### config.mk
export PLATFORM = sky130hd
export DESIGN_NAME = binary_fsk_tone_modulator_flat
export DESIGN_NICKNAME = d
export VERILOG_FILES = /design/src/design/bfsk_pkg.sv /design/src/design/bfsk_if.sv /design/src/design/binary_fsk_tone_modulator.sv /design/src/flat_wrapper.sv
export SDC_FILE = /design/constraint.sdc
export NUM_CORES = 1
export LEC_CHECK = 0
export BUFFER_PORTS_ARGS = -buffer_cell sky130_fd_sc_hd__buf_2
export CAP_MARGIN = 15
export CORE_ASPECT_RATIO = 0.7
export CORE_MARGIN = 3
export CORE_UTILIZATION = 30
export DETAILED_ROUTE_END_ITERATION = 12
export PLACE_DENSITY = 0.56
export SETUP_SLACK_MARGIN = 0.4
export SLEW_MARGIN = 20
export SYNTH_ARGS = -nofsm -noshare
export SYNTH_HDL_FRONTEND = slang
export SYNTH_SLANG_ARGS = --single-unit
export TNS_END_PERCENT = 30
### constraint.sdc
create_clock -name clk -period 9.1 [get_ports clk]
set_input_delay 0.91 -clock clk [delete_from_list [all_inputs] [get_ports clk]]
set_output_delay 0.91 -clock clk [all_outputs]
set_load 0.01 [all_outputs]
### src/design/bfsk_pkg.sv
// Shared constants, types and the cosine table of the binary FSK tone modulator.
package bfsk_pkg;

  localparam int PHASE_BITS    = 32;
  localparam int TAB_ADDR_BITS = 8;
  localparam int AMPLITUDE     = 32767;
  localparam int TAB_SIZE      = 1 << TAB_ADDR_BITS;
  localparam int MAG_BITS      = 15;
  localparam int SAMPLE_BITS   = 16;
  localparam int SPB_BITS      = 16;
  localparam int PAD_BITS      = 8;
  localparam int BYTE_BITS     = 8;
  localparam int CFG_IDX_BITS  = 3;
  localparam int CFG_DATA_BITS = 32;

  localparam logic [PHASE_BITS-1:0] PAD_STEP_RST   = PHASE_BITS'(38956620);
  localparam logic [PHASE_BITS-1:0] SPACE_STEP_RST = PHASE_BITS'(194783097);
  localparam logic [PHASE_BITS-1:0] MARK_STEP_RST  = PHASE_BITS'(584349292);
  localparam logic [SPB_BITS-1:0]   SPB_RST        = SPB_BITS'(1100);
  localparam logic [PAD_BITS-1:0]   PAD_BYTES_RST  = PAD_BITS'(5);

  localparam logic KIND_LOAD = 1'b0;
  localparam logic KIND_TICK = 1'b1;

  typedef enum logic [CFG_IDX_BITS-1:0] {
    REG_PAD_STEP        = 3'd0,
    REG_SPACE_STEP      = 3'd1,
    REG_MARK_STEP       = 3'd2,
    REG_SAMPLES_PER_BIT = 3'd3,
    REG_PAD_BYTES       = 3'd4
  } cfg_reg_t;

  typedef logic [MAG_BITS-1:0] cos_tab_t [TAB_SIZE];

  localparam logic [63:0] ONE_Q30     = 64'd1 << 30;
  localparam logic [63:0] HALF_PI_Q30 = 64'd1686629713;

  // Q30 cosine by a Horner-form Taylor series, evaluated at elaboration only.
  function automatic logic [63:0] cos_q30(input logic [63:0] x);
    logic [63:0] x2;
    logic [63:0] r;
    logic [63:0] sub;
    x2 = (x * x) >> 30;
    r = ONE_Q30;
    for (int k = 7; k >= 1; k--) begin
      sub = ((x2 * r) >> 30) / 64'((2 * k - 1) * (2 * k));
      r = (sub >= ONE_Q30) ? 64'd0 : ONE_Q30 - sub;
    end
    return r;
  endfunction

  function automatic cos_tab_t build_cos_table();
    cos_tab_t    tab;
    logic [63:0] x;
    logic [63:0] c;
    for (int i = 0; i < TAB_SIZE; i++) begin
      x = (HALF_PI_Q30 * 64'(i)) >> TAB_ADDR_BITS;
      c = cos_q30(x);
      tab[i] = MAG_BITS'((c * 64'(AMPLITUDE) + (ONE_Q30 >> 1)) >> 30);
    end
    return tab;
  endfunction

  localparam cos_tab_t COS_TABLE = build_cos_table();

endpackage

### src/design/bfsk_if.sv
// Handshake channel interfaces of the binary FSK tone modulator.
interface bfsk_in_if import bfsk_pkg::*; ();
  logic                 valid;
  logic                 ready;
  logic                 kind;
  logic [BYTE_BITS-1:0] message_byte;

  modport source (output valid, output kind, output message_byte, input ready);
  modport sink (input valid, input kind, input message_byte, output ready);
endinterface

interface bfsk_out_if import bfsk_pkg::*; ();
  logic                          valid;
  logic                          ready;
  logic signed [SAMPLE_BITS-1:0] sample;
  logic                          byte_wanted;
  logic                          underrun;
  logic                          last_of_byte;

  modport source (output valid, output sample, output byte_wanted, output underrun,
                  output last_of_byte, input ready);
  modport sink (input valid, input sample, input byte_wanted, input underrun,
                input last_of_byte, output ready);
endinterface

interface bfsk_cfg_if import bfsk_pkg::*; ();
  logic                     valid;
  logic                     ready;
  logic [CFG_IDX_BITS-1:0]  index;
  logic [CFG_DATA_BITS-1:0] data;

  modport source (output valid, output index, output data, input ready);
  modport sink (input valid, input index, input data, output ready);
endinterface

### src/design/binary_fsk_tone_modulator.sv
// Binary FSK tone modulator: preamble, then message bytes MSB first as mark and space tones.
// Takes one item per clock cycle. A tick item yields one sample item in the cycle after it
// is accepted; a load item yields nothing. The sample comes from the state registers
// through one phase select, one cosine table read and a negation into the result
// register. The input stalls only while a result waits and the receiver is not ready,
// so with a receiver that is always ready items follow with no gap. Configuration
// writes are accepted in every cycle.
module binary_fsk_tone_modulator import bfsk_pkg::*; (
  input logic         clk,
  input logic         rst,
  bfsk_in_if.sink     items,
  bfsk_out_if.source  results,
  bfsk_cfg_if.sink    cfg
);

  logic [PHASE_BITS-1:0] pad_step;
  logic [PHASE_BITS-1:0] space_step;
  logic [PHASE_BITS-1:0] mark_step;
  logic [SPB_BITS-1:0]   samples_per_bit;

  logic [PHASE_BITS-1:0] pad_phase;
  logic [PHASE_BITS-1:0] space_phase;
  logic [PHASE_BITS-1:0] mark_phase;
  logic [SPB_BITS-1:0]   sample_in_bit;
  logic [2:0]            bit_position;
  logic [PAD_BITS-1:0]   preamble_left;
  logic [BYTE_BITS-1:0]  current_byte;
  logic [BYTE_BITS-1:0]  holding_byte;
  logic                  holding_full;
  logic                  current_valid;

  logic                          in_accept;
  logic                          in_preamble;
  logic                          take;
  logic [BYTE_BITS-1:0]          byte_eff;
  logic                          under;
  logic                          cur_bit;
  logic [PHASE_BITS-1:0]         sel_phase;
  logic [1:0]                    quadrant;
  logic [TAB_ADDR_BITS-1:0]      tab_k;
  logic [TAB_ADDR_BITS-1:0]      tab_addr;
  logic [MAG_BITS-1:0]           mag;
  logic signed [SAMPLE_BITS-1:0] tone;
  logic                          bit_end;
  logic                          slot_end;

  assign in_accept   = items.valid && items.ready;
  assign items.ready = !results.valid || results.ready;
  assign cfg.ready   = 1'b1;

  assign in_preamble = preamble_left != '0;
  assign take        = !in_preamble && !current_valid && holding_full;
  assign byte_eff    = take ? holding_byte : current_byte;
  assign under       = !in_preamble && !current_valid && !holding_full;
  assign cur_bit     = byte_eff[bit_position];

  always_comb begin
    if (in_preamble) begin
      sel_phase = pad_phase;
    end else if (cur_bit) begin
      sel_phase = mark_phase;
    end else begin
      sel_phase = space_phase;
    end
  end

  // Odd quadrants read the table mirrored; their zero index is the zero crossing.
  assign quadrant = sel_phase[PHASE_BITS-1 -: 2];
  assign tab_k    = sel_phase[PHASE_BITS-3 -: TAB_ADDR_BITS];
  assign tab_addr = quadrant[0] ? TAB_ADDR_BITS'(-tab_k) : tab_k;
  assign mag      = (quadrant[0] && tab_k == '0) ? '0 : COS_TABLE[tab_addr];
  assign tone     = (quadrant[0] ^ quadrant[1]) ? -$signed({1'b0, mag})
                                                : $signed({1'b0, mag});

  assign bit_end  = ({1'b0, sample_in_bit} + 17'd1) >= {1'b0, samples_per_bit};
  assign slot_end = bit_end && bit_position == 3'd0;

  always_ff @(posedge clk) begin
    if (rst) begin
      pad_step        <= PAD_STEP_RST;
      space_step      <= SPACE_STEP_RST;
      mark_step       <= MARK_STEP_RST;
      samples_per_bit <= SPB_RST;
      pad_phase       <= '0;
      space_phase     <= '0;
      mark_phase      <= '0;
      sample_in_bit   <= '0;
      bit_position    <= 3'd7;
      preamble_left   <= PAD_BYTES_RST;
      current_byte    <= '0;
      holding_full    <= 1'b0;
      current_valid   <= 1'b0;
      results.valid   <= 1'b0;
    end else begin
      if (results.ready) begin
        results.valid <= 1'b0;
      end
      if (in_accept && items.kind == KIND_LOAD) begin
        holding_byte <= items.message_byte;
        holding_full <= 1'b1;
      end
      if (in_accept && items.kind == KIND_TICK) begin
        if (take) begin
          current_byte  <= holding_byte;
          current_valid <= 1'b1;
          holding_full  <= 1'b0;
        end
        if (!under) begin
          sample_in_bit <= bit_end ? '0 : sample_in_bit + 16'd1;
          if (bit_end) begin
            bit_position <= bit_position - 3'd1;
          end
          if (slot_end) begin
            if (in_preamble) begin
              preamble_left <= preamble_left - 8'd1;
            end else begin
              current_valid <= 1'b0;
            end
          end
        end
        pad_phase            <= pad_phase + pad_step;
        space_phase          <= space_phase + space_step;
        mark_phase           <= mark_phase + mark_step;
        results.valid        <= 1'b1;
        results.sample       <= under ? '0 : tone;
        results.byte_wanted  <= !(holding_full && !take);
        results.underrun     <= under;
        results.last_of_byte <= slot_end && !under;
      end
      if (cfg.valid && cfg.ready) begin
        case (cfg.index)
          REG_PAD_STEP:        pad_step <= cfg.data;
          REG_SPACE_STEP:      space_step <= cfg.data;
          REG_MARK_STEP:       mark_step <= cfg.data;
          REG_SAMPLES_PER_BIT: samples_per_bit <= cfg.data[SPB_BITS-1:0];
          REG_PAD_BYTES:       preamble_left <= cfg.data[PAD_BITS-1:0];
          default: ;
        endcase
      end
    end
  end

endmodule

### src/flat_wrapper.sv
// flat-port wrapper written by rule: the top's interface ports become plain ports
module binary_fsk_tone_modulator_flat import bfsk_pkg::*;
  (clk, rst, items_valid, items_kind, items_message_byte, items_ready, results_valid, results_sample, results_byte_wanted, results_underrun, results_last_of_byte, results_ready, cfg_valid, cfg_index, cfg_data, cfg_ready);
  bfsk_in_if items_i ();
  bfsk_out_if results_i ();
  bfsk_cfg_if cfg_i ();
  input logic clk;
  input logic rst;
  input wire logic [$bits(items_i.valid)-1:0] items_valid;
  input wire logic [$bits(items_i.kind)-1:0] items_kind;
  input wire logic [$bits(items_i.message_byte)-1:0] items_message_byte;
  output wire logic [$bits(items_i.ready)-1:0] items_ready;
  output wire logic [$bits(results_i.valid)-1:0] results_valid;
  output wire logic [$bits(results_i.sample)-1:0] results_sample;
  output wire logic [$bits(results_i.byte_wanted)-1:0] results_byte_wanted;
  output wire logic [$bits(results_i.underrun)-1:0] results_underrun;
  output wire logic [$bits(results_i.last_of_byte)-1:0] results_last_of_byte;
  input wire logic [$bits(results_i.ready)-1:0] results_ready;
  input wire logic [$bits(cfg_i.valid)-1:0] cfg_valid;
  input wire logic [$bits(cfg_i.index)-1:0] cfg_index;
  input wire logic [$bits(cfg_i.data)-1:0] cfg_data;
  output wire logic [$bits(cfg_i.ready)-1:0] cfg_ready;
  assign items_i.valid = items_valid;
  assign items_i.kind = items_kind;
  assign items_i.message_byte = items_message_byte;
  assign items_ready = items_i.ready;
  assign results_valid = results_i.valid;
  assign results_sample = results_i.sample;
  assign results_byte_wanted = results_i.byte_wanted;
  assign results_underrun = results_i.underrun;
  assign results_last_of_byte = results_i.last_of_byte;
  assign results_i.ready = results_ready;
  assign cfg_i.valid = cfg_valid;
  assign cfg_i.index = cfg_index;
  assign cfg_i.data = cfg_data;
  assign cfg_ready = cfg_i.ready;
  binary_fsk_tone_modulator u_core (.clk(clk), .rst(rst), .items(items_i), .results(results_i), .cfg(cfg_i));
endmodule
== Word-level counts from Yosys, hierarchy flattened ==
Memory sizes are Yosys's and may differ from the RTL's.
Cells that the tools add are included.
Word-level totals
  register bits after elaboration: 273
  memory bits (read-only): 3840
  input bits: 49
  output and inout port bits: 22
  word-level logic and storage cells: 101
  memories kept: 1
Operators by class
  add/sub/neg operators: 9
  magnitude comparators: 3
  equality and inequality tests: 4
  mux-type cells: 26
  bitwise gates (word level): 6
  reductions and logical operators: 32
Memory list
  (no name shown): depth 256, width 15, read ports 1, clocked after Yosys merged registers in 0, wr ports 0, RTL line binary_fsk_tone_modulator.sv:71  | assign mag = (quadrant[0] && tab_k == '0) ? '0 : COS_TABLE[tab_addr];
Operators by type and width (count)
  adder 32 bit: 3
  two-way mux 32 bit: 2
  two-way mux 8 bit: 8
  two-way mux 15 bit: 4
  adder 16 x 1 -> 17 bit, second input constant: 1
  >= comparator 17 x 16 -> 1 bit: 1
  adder 16 x 1 -> 16 bit, second input constant: 1
  two-way mux 16 bit: 1
  negator 15 -> 16 bit: 1
  AND reduction 2 bit: 7
  logical AND 1 bit: 10
  two-way mux 1 bit: 10
  >= comparator 9 bit, second input constant: 1
  NOT 8 -> 9 bit: 1
  logical NOT 8 bit: 1
  negator 8 bit: 1
  nonzero test 8 bit: 1
  subtractor 8 x 1 -> 8 bit, second input constant: 1
  logical NOT 1 bit: 7
  equality test 3 x 2 -> 1 bit, second input constant: 2
  logical NOT 3 bit: 2
  less-than comparator 3 x 4 -> 1 bit, second input constant: 1
  NOT 1 bit: 4
  binary-select mux 1 bit (select 3 bit): 1
  8 further kinds: 8

== Longest topological paths before layout ==
Gate-level depths: netlist of the first run.
  word-level depth: 18
  mapped depth: 33
  mapped depth without buffers: 26

== Worst setup path before layout of the first run ==
Ideal clock, no wire load.
  kind: reg2reg
  start point: register u_core.preamble_left[0]
  end point: register u_core.results.sample[14] (data pin)
  library setup time: 0.148 ns
  arrival: 7.021 ns
  data required time: 8.952 ns
  setup slack: 1.931 ns
  stages on the path, launching flop included: 33
  path buffers: 6
  period minus slack after synthesis: 7.169 ns
  cells stage by stage: dfxtp_1 inv_1 ha_1 or4b_4 a2111oi_2 a211oi_1 nor3b_1 nor3_2 o311a_1 buf_2 inv_4 clkbuf_1 clkbuf_1 ha_1 inv_1 nand4_1 xnor2_2 inv_2 buf_2 clkbuf_1 clkbuf_1 ha_1 mux2i_1 o221a_1 a221o_1 a22o_1 nor4_2 inv_1 ha_1 nand3_1 nor4_1 or3_1 a21oi_1
On the way
  word-level cells in the longest chain between the ends: 18
  elaborated cells on any way between the ends: 22
  classes of those cells: add/sub: 2; mux: 10; bitwise: 2; reduce/logical: 7; memory: 1
Ends and longest elaborated chain
  start, declared: RTL line binary_fsk_tone_modulator.sv:26  | logic [PAD_BITS-1:0] preamble_left;
  start signal, assigned: RTL line binary_fsk_tone_modulator.sv:115  | preamble_left <= preamble_left - 8'd1;
  start signal, assigned: RTL line binary_fsk_tone_modulator.sv:136  | REG_PAD_BYTES: preamble_left <= cfg.data[PAD_BITS-1:0];
  nonzero test 8 bit *: RTL line binary_fsk_tone_modulator.sv:51  | assign in_preamble = preamble_left != '0;
  logical NOT 1 bit: RTL line binary_fsk_tone_modulator.sv:52, binary_fsk_tone_modulator.sv:54
  logical AND 1 bit: RTL line binary_fsk_tone_modulator.sv:52, binary_fsk_tone_modulator.sv:54
  logical AND 1 bit: RTL line binary_fsk_tone_modulator.sv:52  | assign take = !in_preamble && !current_valid && holding_full;
  two-way mux 8 bit: RTL line binary_fsk_tone_modulator.sv:53  | assign byte_eff = take ? holding_byte : current_byte;
  binary-select mux 1 bit (select 3 bit): RTL line binary_fsk_tone_modulator.sv:55  | assign cur_bit = byte_eff[bit_position];
  two-way mux 1 bit (implied by the code): RTL line binary_fsk_tone_modulator.sv:55
  two-way mux 32 bit: RTL line binary_fsk_tone_modulator.sv:60  | end else if (cur_bit) begin
  two-way mux 32 bit: RTL line binary_fsk_tone_modulator.sv:58  | if (in_preamble) begin
  negator 8 bit: RTL line binary_fsk_tone_modulator.sv:70  | assign tab_addr = quadrant[0] ? TAB_ADDR_BITS'(-tab_k) : tab_k;
  two-way mux 8 bit: RTL line binary_fsk_tone_modulator.sv:70
  NOT 8 -> 9 bit (implied by the code): RTL line binary_fsk_tone_modulator.sv:71
  memory read (256 x 15 bit)
  two-way mux 15 bit (implied by the code) (2 in series): RTL line binary_fsk_tone_modulator.sv:71
  two-way mux 15 bit: RTL line binary_fsk_tone_modulator.sv:71
  negator 15 -> 16 bit: RTL line binary_fsk_tone_modulator.sv:72  | assign tone = (quadrant[0] ^ quadrant[1]) ? -$signed({1'b0, mag})
  two-way mux 15 bit: RTL line binary_fsk_tone_modulator.sv:72
  end signal, assigned: RTL line binary_fsk_tone_modulator.sv:125  | results.sample <= under ? '0 : tone;
  end, declared: RTL line bfsk_if.sv:20  | modport source (output valid, output sample, output byte_wanted, output underrun,
Every way passes the cells marked *; elsewhere a longest branch is shown, timed or not. The select of a mux whose other input is x is not followed.
A chain may end at the register's enable or synchronous reset.

== Worst setup path in the final report of the first run ==
Ends and elaborated chain as after synthesis.

==> results of run 1 <==
## routing by layer
layer  wire length [um]  global-route usage, %  vias up
met4               2290                   5.95        4
li1                   -                      -    10200
met1              40900                   34.0    10100
met5                253                   2.68        -
met2              30500                   28.3     1114
met3              10500                   9.11      191
## power groups by stage
stage	clock (mW)	sequential, mW	combinational, mW
2_1_floorplan	0	1.31	0.486
3_3_place_gp	0	1.31	0.741
3_5_place_dp	0	1.31	0.726
4_1_cts	1.41	1.29	0.731
5_1_grt	1.45	1.29	0.816
6_report	1.37	1.29	0.764
## stage by stage
stage / instance area, sq um / setup slack (ns)
final: 23400 / 0.977
after global routing: 23400 / 0.415
after CTS: 23300 / 1.06
after detailed placement: 22200 / 1.10
after global placement: 22200 / 1.22
after floorplan: 20700 / 1.93
## layout make-up
type	count	area, sq um	share of cell area, %
multi-input combinational	2264	14000	59.8
sequential	273	5740	24.5
tap	891	1110	4.77
timing repair buffer	162	1100	4.71
clock buffer	53	1040	4.46
inverter	76	288	1.23
clock inverter	8	95.1	0.407
antenna	8	20.0	0.0856
## registers in the layout, summed over array words and instances (netlist names), 3 cells and up
register and flops:
u_core.preamble_left 8, u_core.sample_in_bit 16, u_core.pad_phase 32, u_core.results.sample 16, u_core.pad_step 32, u_core.bit_position 3, u_core.mark_step 32, u_core.holding_byte 8
u_core.current_byte 8, u_core.space_phase 32, u_core.mark_phase 32, u_core.samples_per_bit 16, u_core.space_step 32
## worst min-delay path, stage by stage (launching register included)
cell	delay [ns]
dfxtp_1	0.31
nand2_1	0.05
a21oi_1	0.05
## cells by family (layout without fill, tap and decap cells)
family / count (synthesis) / in the layout / synth area share, %
other: 1 / 9 / 0.0181
buffers and inverters: 269 / 299 / 5.29
adder cells (fa/ha/maj): 136 / 136 / 8.33
AO/OA/AOI/OAI: 798 / 798 / 25.5
multiplexers: 29 / 29 / 1.43
AND/OR/NAND/NOR: 1184 / 1184 / 26.7
flip-flops: 273 / 273 / 27.7
XOR/XNOR: 116 / 116 / 4.98
## placed cells by master (no fill, tap or decap), types with 27 or more instances in the layout
cell type	count
nor3_1	80
o211ai_1	30
a31oi_1	44
a21oi_1	288
nand2_1	518
nand4_1	33
buf_2	68
edfxtp_1	27
a211oi_1	43
a21o_1	27
dfxtp_1	246
ha_1	133
inv_1	73
clkbuf_16	35
nand3_1	79
xnor2_1	74
buf_4	89
o21ai_0	106
nor2_1	226
nand3b_1	55
and3_1	32
xor2_1	35
## worst max-delay path by stage
stage | start | end | slack [ns] | depth (start not counted)
after floorplan | u_core.preamble_left[0] | u_core.results.sample[14] | 1.93 | 32
after global placement | u_core.preamble_left[0] | u_core.results.sample[14] | 1.22 | 25
after detailed placement | u_core.preamble_left[0] | u_core.results.sample[14] | 1.10 | 25
after CTS | u_core.preamble_left[0] | u_core.results.sample[14] | 1.06 | 25
after global routing | u_core.preamble_left[0] | u_core.results.sample[14] | 0.41 | 27
final | u_core.preamble_left[0] | u_core.results.sample[14] | 0.98 | 28
==> results.py, run 1 <==
metrics = {
    "worst_setup_path": {
        "arrival_ns": 8.52,
        "critPathSlowestCell": "nor4_2",
        "critPathCaptureType": "flop",
        "worstPathRequired_ns": 9.49,
        "ff2ff_setup_slack_ns": 0.98,
        "ff2ff_path_depth": 28,
        "cp_max_fo": 14,
        "r2r-end": "u_core.results.sample[14]",
        "path_common_cell": "inv_1",
        "critPathTopFamily": "compound AO/OA/AOI/OAI gates",
        "critPathKind": "flop to flop",
        "path_buf_inv": 7,
        "start_kind": "flop",
        "regToRegStartpoint": "u_core.preamble_left[0]",
        "critPathMaxStageDelay_ns": 0.60,
    },
    "placed_design": {
        "placedCellCount": 3666,
        "hpwlAfterDp_um": 60900,
        "port_buffers": 69,
        "place_congestion": 1.07,
    },
    "run_status": {
        "status": "finished clean",
    },
    "yosys": {
        "netlist_instances": 2806,
        "syn_area_sq_um": 20700,
        "synthFlopType": "dfxtp_1",
        "synth_seq_cells": 273,
        "ys_seq_area_share_pct": 27.7,
        "synth_edf_count": 27,
        "yosys_warnings": 0,
        "synth_nets": 2991,
        "synth_top_cell_by_area": "dfxtp_1",
        "synthTopCellsByCount": "nand2_1 (518), a21oi_1 (288), dfxtp_1 (246)",
        "async_flop_share_pct": 0,
        "synth_cell_types": 101,
        "synth.most_common_cell": "nand2_1",
        "synth_top_area_share_pct": 23.8,
        "synth.area.top_cells": "dfxtp_1 (24%), nand2_1 (9.4%), ha_1 (8.0%)",
        "avgSynthCellArea_sq_um": 7.37,
    },
    "pwr": {
        "clock_power_share_pct": 40.0,
        "p_leak_nw": 9.20,
        "combPwrFrac_pct": 22.3,
        "fin_total_pwr_mw": 3.42,
        "p_int_mw": 2.32,
        "ir_drop_mv": 0.137,
        "seq_power_share_pct": 37.7,
        "p_per_area_nw_per_um2": 146,
        "p_sw_share_pct": 32.3,
        "p_sw_mw": 1.11,
    },
    "sta": {
        "holdWs_ns": 0.455,
        "fin_crit_ns": 8.12,
        "final-setup-viol-count": 0,
        "slew_headroom_pct": 14.1,
        "max_freq_mhz": 123,
        "fin_setup_tns_ns": 0,
        "drv_slew": 0,
        "hold_viol_final": 0,
        "period_share_pct": 89.3,
        "skew_ns": 0.0280,
        "rsz0062_at_grt": "no",
        "tightest_slew_ns": 1.28,
    },
    "clocking": {
        "clock_sinks": 273,
        "cts_root_buf": "clkbuf_16",
        "clk_pin_slew_worst_paths_ns": 0.06,
        "post_cts_resized": 0,
        "cts_setup_buffers": 0,
        "h-tree-depth": 2,
        "hold_buffers": 0,
        "cts_tree": "built",
        "cts-buffers-inserted": 34,
        "clk_latency_ns": 0.56,
        "cts_buffer_depth": 3,
    },
    "global_route": {
        "antenna_found_initial": 8,
        "grt_pass1_wl_um": 126000,
        "grtUsageTotal_pct": 22.5,
        "grt_pass1_vias": 19400,
        "grt_overflow": 0,
        "grt_start_max_net_pins": 93,
    },
    "finish": {
        "fillCellCount": 7174,
        "fin_util_pct": 34.7,
        "finalNonFillerCells": 3735,
        "syn2layout_area_growth_pct": 13.0,
        "final_nets": 2996,
        "drive_above_1_share_pct": 10.1,
    },
    "detailed_routing": {
        "drt-total-wl_um": 84400,
        "vias": 21600,
        "vias_per_cell": 5.79,
        "routedWlPerCell_um": 22.6,
        "drc_errors": 0,
        "first_pass_iters": 7,
        "drtAntennaViolNets": 0,
        "drtIter0Drc": 2978,
    },
    "floorplan": {
        "io_pins": 71,
        "core_area_sq_um": 67300,
        "rows": 79,
        "initial_core_util_pct": 30.7,
        "dieArea_sq_um": 72200,
        "dieWidth_um": 320,
        "die_h_um": 226,
    },
    "flow_run": {
        "drv_cap": 0,
    },
    "worst_hold_path": {
        "whs_path_depth": 2,
        "hold_end": "u_core.pad_phase[18]",
        "hold_class": "flop to flop",
        "hp-start": "u_core.pad_phase[18]",
    },
}
Note: power is estimated with default switching activity, not from simulation.
==> inputs of run 2 (changes only) <==
--- a/config.mk
+++ b/config.mk
@@ -7,11 +7,13 @@
 export LEC_CHECK = 0
 export BUFFER_PORTS_ARGS = -buffer_cell sky130_fd_sc_hd__buf_2
 export CAP_MARGIN = 15
+export CELL_PAD_IN_SITES_DETAIL_PLACEMENT = 1
+export CELL_PAD_IN_SITES_GLOBAL_PLACEMENT = 2
 export CORE_ASPECT_RATIO = 0.7
 export CORE_MARGIN = 3
 export CORE_UTILIZATION = 30
 export DETAILED_ROUTE_END_ITERATION = 12
-export PLACE_DENSITY = 0.56
+export PLACE_DENSITY = 0.79
 export SETUP_SLACK_MARGIN = 0.4
 export SLEW_MARGIN = 20
 export SYNTH_ARGS = -nofsm -noshare
==> results.py, run 2 (synthesis gave the netlist of run 1 again) <==
metrics = {
    "run_status": {
        "status": "finished clean",
    },
    "detailed_routing": {
        "first_pass_iters": 5,
        "drtAntennaViolNets": 0,
        "wl_met1_um": 44700,
        "met2RoutedLength_um": 38700,
        "drc_errors": 0,
        "drtIter0Drc": 2097,
        "met3_wirelength_um": 9870,
        "top_layer": "met5",
        "vias_per_cell": 5.95,
        "drt-total-wl_um": 95200,
        "routedWlPerCell_um": 25.4,
        "vias": 22300,
    },
    "flow_run": {
        "drv_cap": 0,
    },
    "global_route": {
        "grt_pass1_wl_um": 143000,
        "grtUsageTotal_pct": 25.6,
        "antenna_found_initial": 4,
        "grt_overflow": 0,
        "grt_pass1_vias": 22300,
        "grt_start_max_net_pins": 104,
    },
    "floorplan": {
        "die_h_um": 226,
        "dieWidth_um": 320,
        "initial_core_util_pct": 30.7,
        "io_pins": 71,
        "rows": 79,
        "core_area_sq_um": 67300,
        "dieArea_sq_um": 72200,
    },
    "sta": {
        "fin_setup_tns_ns": 0,
        "period_share_pct": 90.7,
        "rsz0062_at_grt": "no",
        "slew_headroom_pct": 13.2,
        "hold_viol_final": 0,
        "skew_ns": 0.0255,
        "max_freq_mhz": 121,
        "final-setup-viol-count": 0,
        "drv_slew": 0,
        "fin_crit_ns": 8.25,
        "tightest_slew_ns": 1.30,
    },
    "placed_design": {
        "place_congestion": 1.03,
        "hpwlAfterDp_um": 70400,
        "port_buffers": 69,
    },
    "worst_setup_path": {
        "arrival_ns": 8.68,
        "start_kind": "flop",
        "cp_max_fo": 17,
        "critPathKind": "flop to flop",
        "worstPathRequired_ns": 9.52,
        "critPathCaptureType": "flop",
    },
    "clocking": {
        "clock_sinks": 273,
        "clk_pin_slew_worst_paths_ns": 0.06,
        "cts-buffers-inserted": 31,
        "h-tree-depth": 1,
        "cts_tree": "built",
        "cts_root_buf": "clkbuf_16",
        "cts_buffer_depth": 3,
        "clk_latency_ns": 0.60,
    },
    "worst_hold_path": {
        "hold_class": "flop to flop",
    },
    "finish": {
        "syn2layout_area_growth_pct": 13.2,
        "fin_util_pct": 34.8,
        "drive_above_1_share_pct": 11.0,
        "mostFrequentLayoutCell": "nand2_1",
        "final_nets": 3020,
        "most-common-layout-cells": "nand2_1 (517), a21oi_1 (287), dfxtp_1 (246)",
    },
    "pwr": {
        "ir_drop_mv": 0.128,
        "p_per_area_nw_per_um2": 142,
        "p_leak_nw": 9.24,
    },
}
## run 2: cell types whose count changed in the layout (fill, tap and decap cells not counted), sizes merged
cell	before	now
buf	162	189
clkbuf	53	48
inv	79	76
diode	8	3
## run 2: layer usage
metal	GRT usage, %	up-vias
met5	0	-
met4	5.46	8
met3	9.28	133
met2	36.8	827
met1	36.3	11100
li1	-	10200
## run 2: power by group
| group | leakage, nW | internal [mW] | switching, mW |
|---|---|---|---|
| sequential | 2.23 | 1.26 | 0.0300 |
| combinational | 6.55 | 0.271 | 0.553 |
| clock | 0.464 | 0.675 | 0.530 |
## run 2: worst max-delay path: stages, from the launching register on
cell	delay, ns
dfxtp_1	0.35
inv_1	0.09
ha_1	0.19
nor4b_2	0.46
a41oi_1	0.30
a211oi_1	0.45
o22ai_1	0.27
nor3_2	0.22
buf_4	0.19
o311a_1	0.16
buf_4	0.20
inv_1	0.23
ha_2	0.46
mux2_2	0.53
ha_1	0.90
nand2_1	0.33
nor4b_1	0.25
a211oi_1	0.52
a311oi_1	0.11
a31oi_1	0.72
a32oi_2	0.32
nand4_2	0.25
nor4_1	0.10
or3_1	0.32
a21oi_1	0.15
## run 2: per-stage QoR
step	cells	setup slack, ns	hold WS (ns)	total power [mW]	cell area [sq um]
after floorplan	2806	1.93	0.436	1.79	20700
after global placement	3691	1.15	0.442	2.08	22400
after detailed placement	3691	0.975	0.451	2.10	22400
after CTS	3744	0.883	0.459	3.31	23300
after global routing	3746	0.471	0.457	3.46	23400
final	3749	0.848	0.455	3.32	23400
## run 2: area by class of cell
type	count	area, sq um
flip-flops and latches	273	5740
diodes	3	7.51
clock buffers	48	900
multi-input cells	2264	14100
inverters	76	288
repair buffers	189	1290
fillers	8260	43900
well taps	891	1110
clock inverters	5	43.8
## run 2: final timing paths
path | start | end | slack (ns) | cells after the start
setup reg to reg | u_core.preamble_left[0] | u_core.results.sample[14] | 0.85 | 24
hold / removal | u_core.mark_phase[15] | u_core.mark_phase[15] | 0.46 | 2
setup / recovery | u_core.preamble_left[0] | u_core.results.sample[14] | 0.85 | 24
hold reg to reg | u_core.mark_phase[15] | u_core.mark_phase[15] | 0.46 | 2
## run 2: repair_timing
item / CTS / global route
resized for setup: 0 / 7
setup endpoints to repair: 0 / 9
hold buffers: 0 / 0
setup buffers: 0 / 2
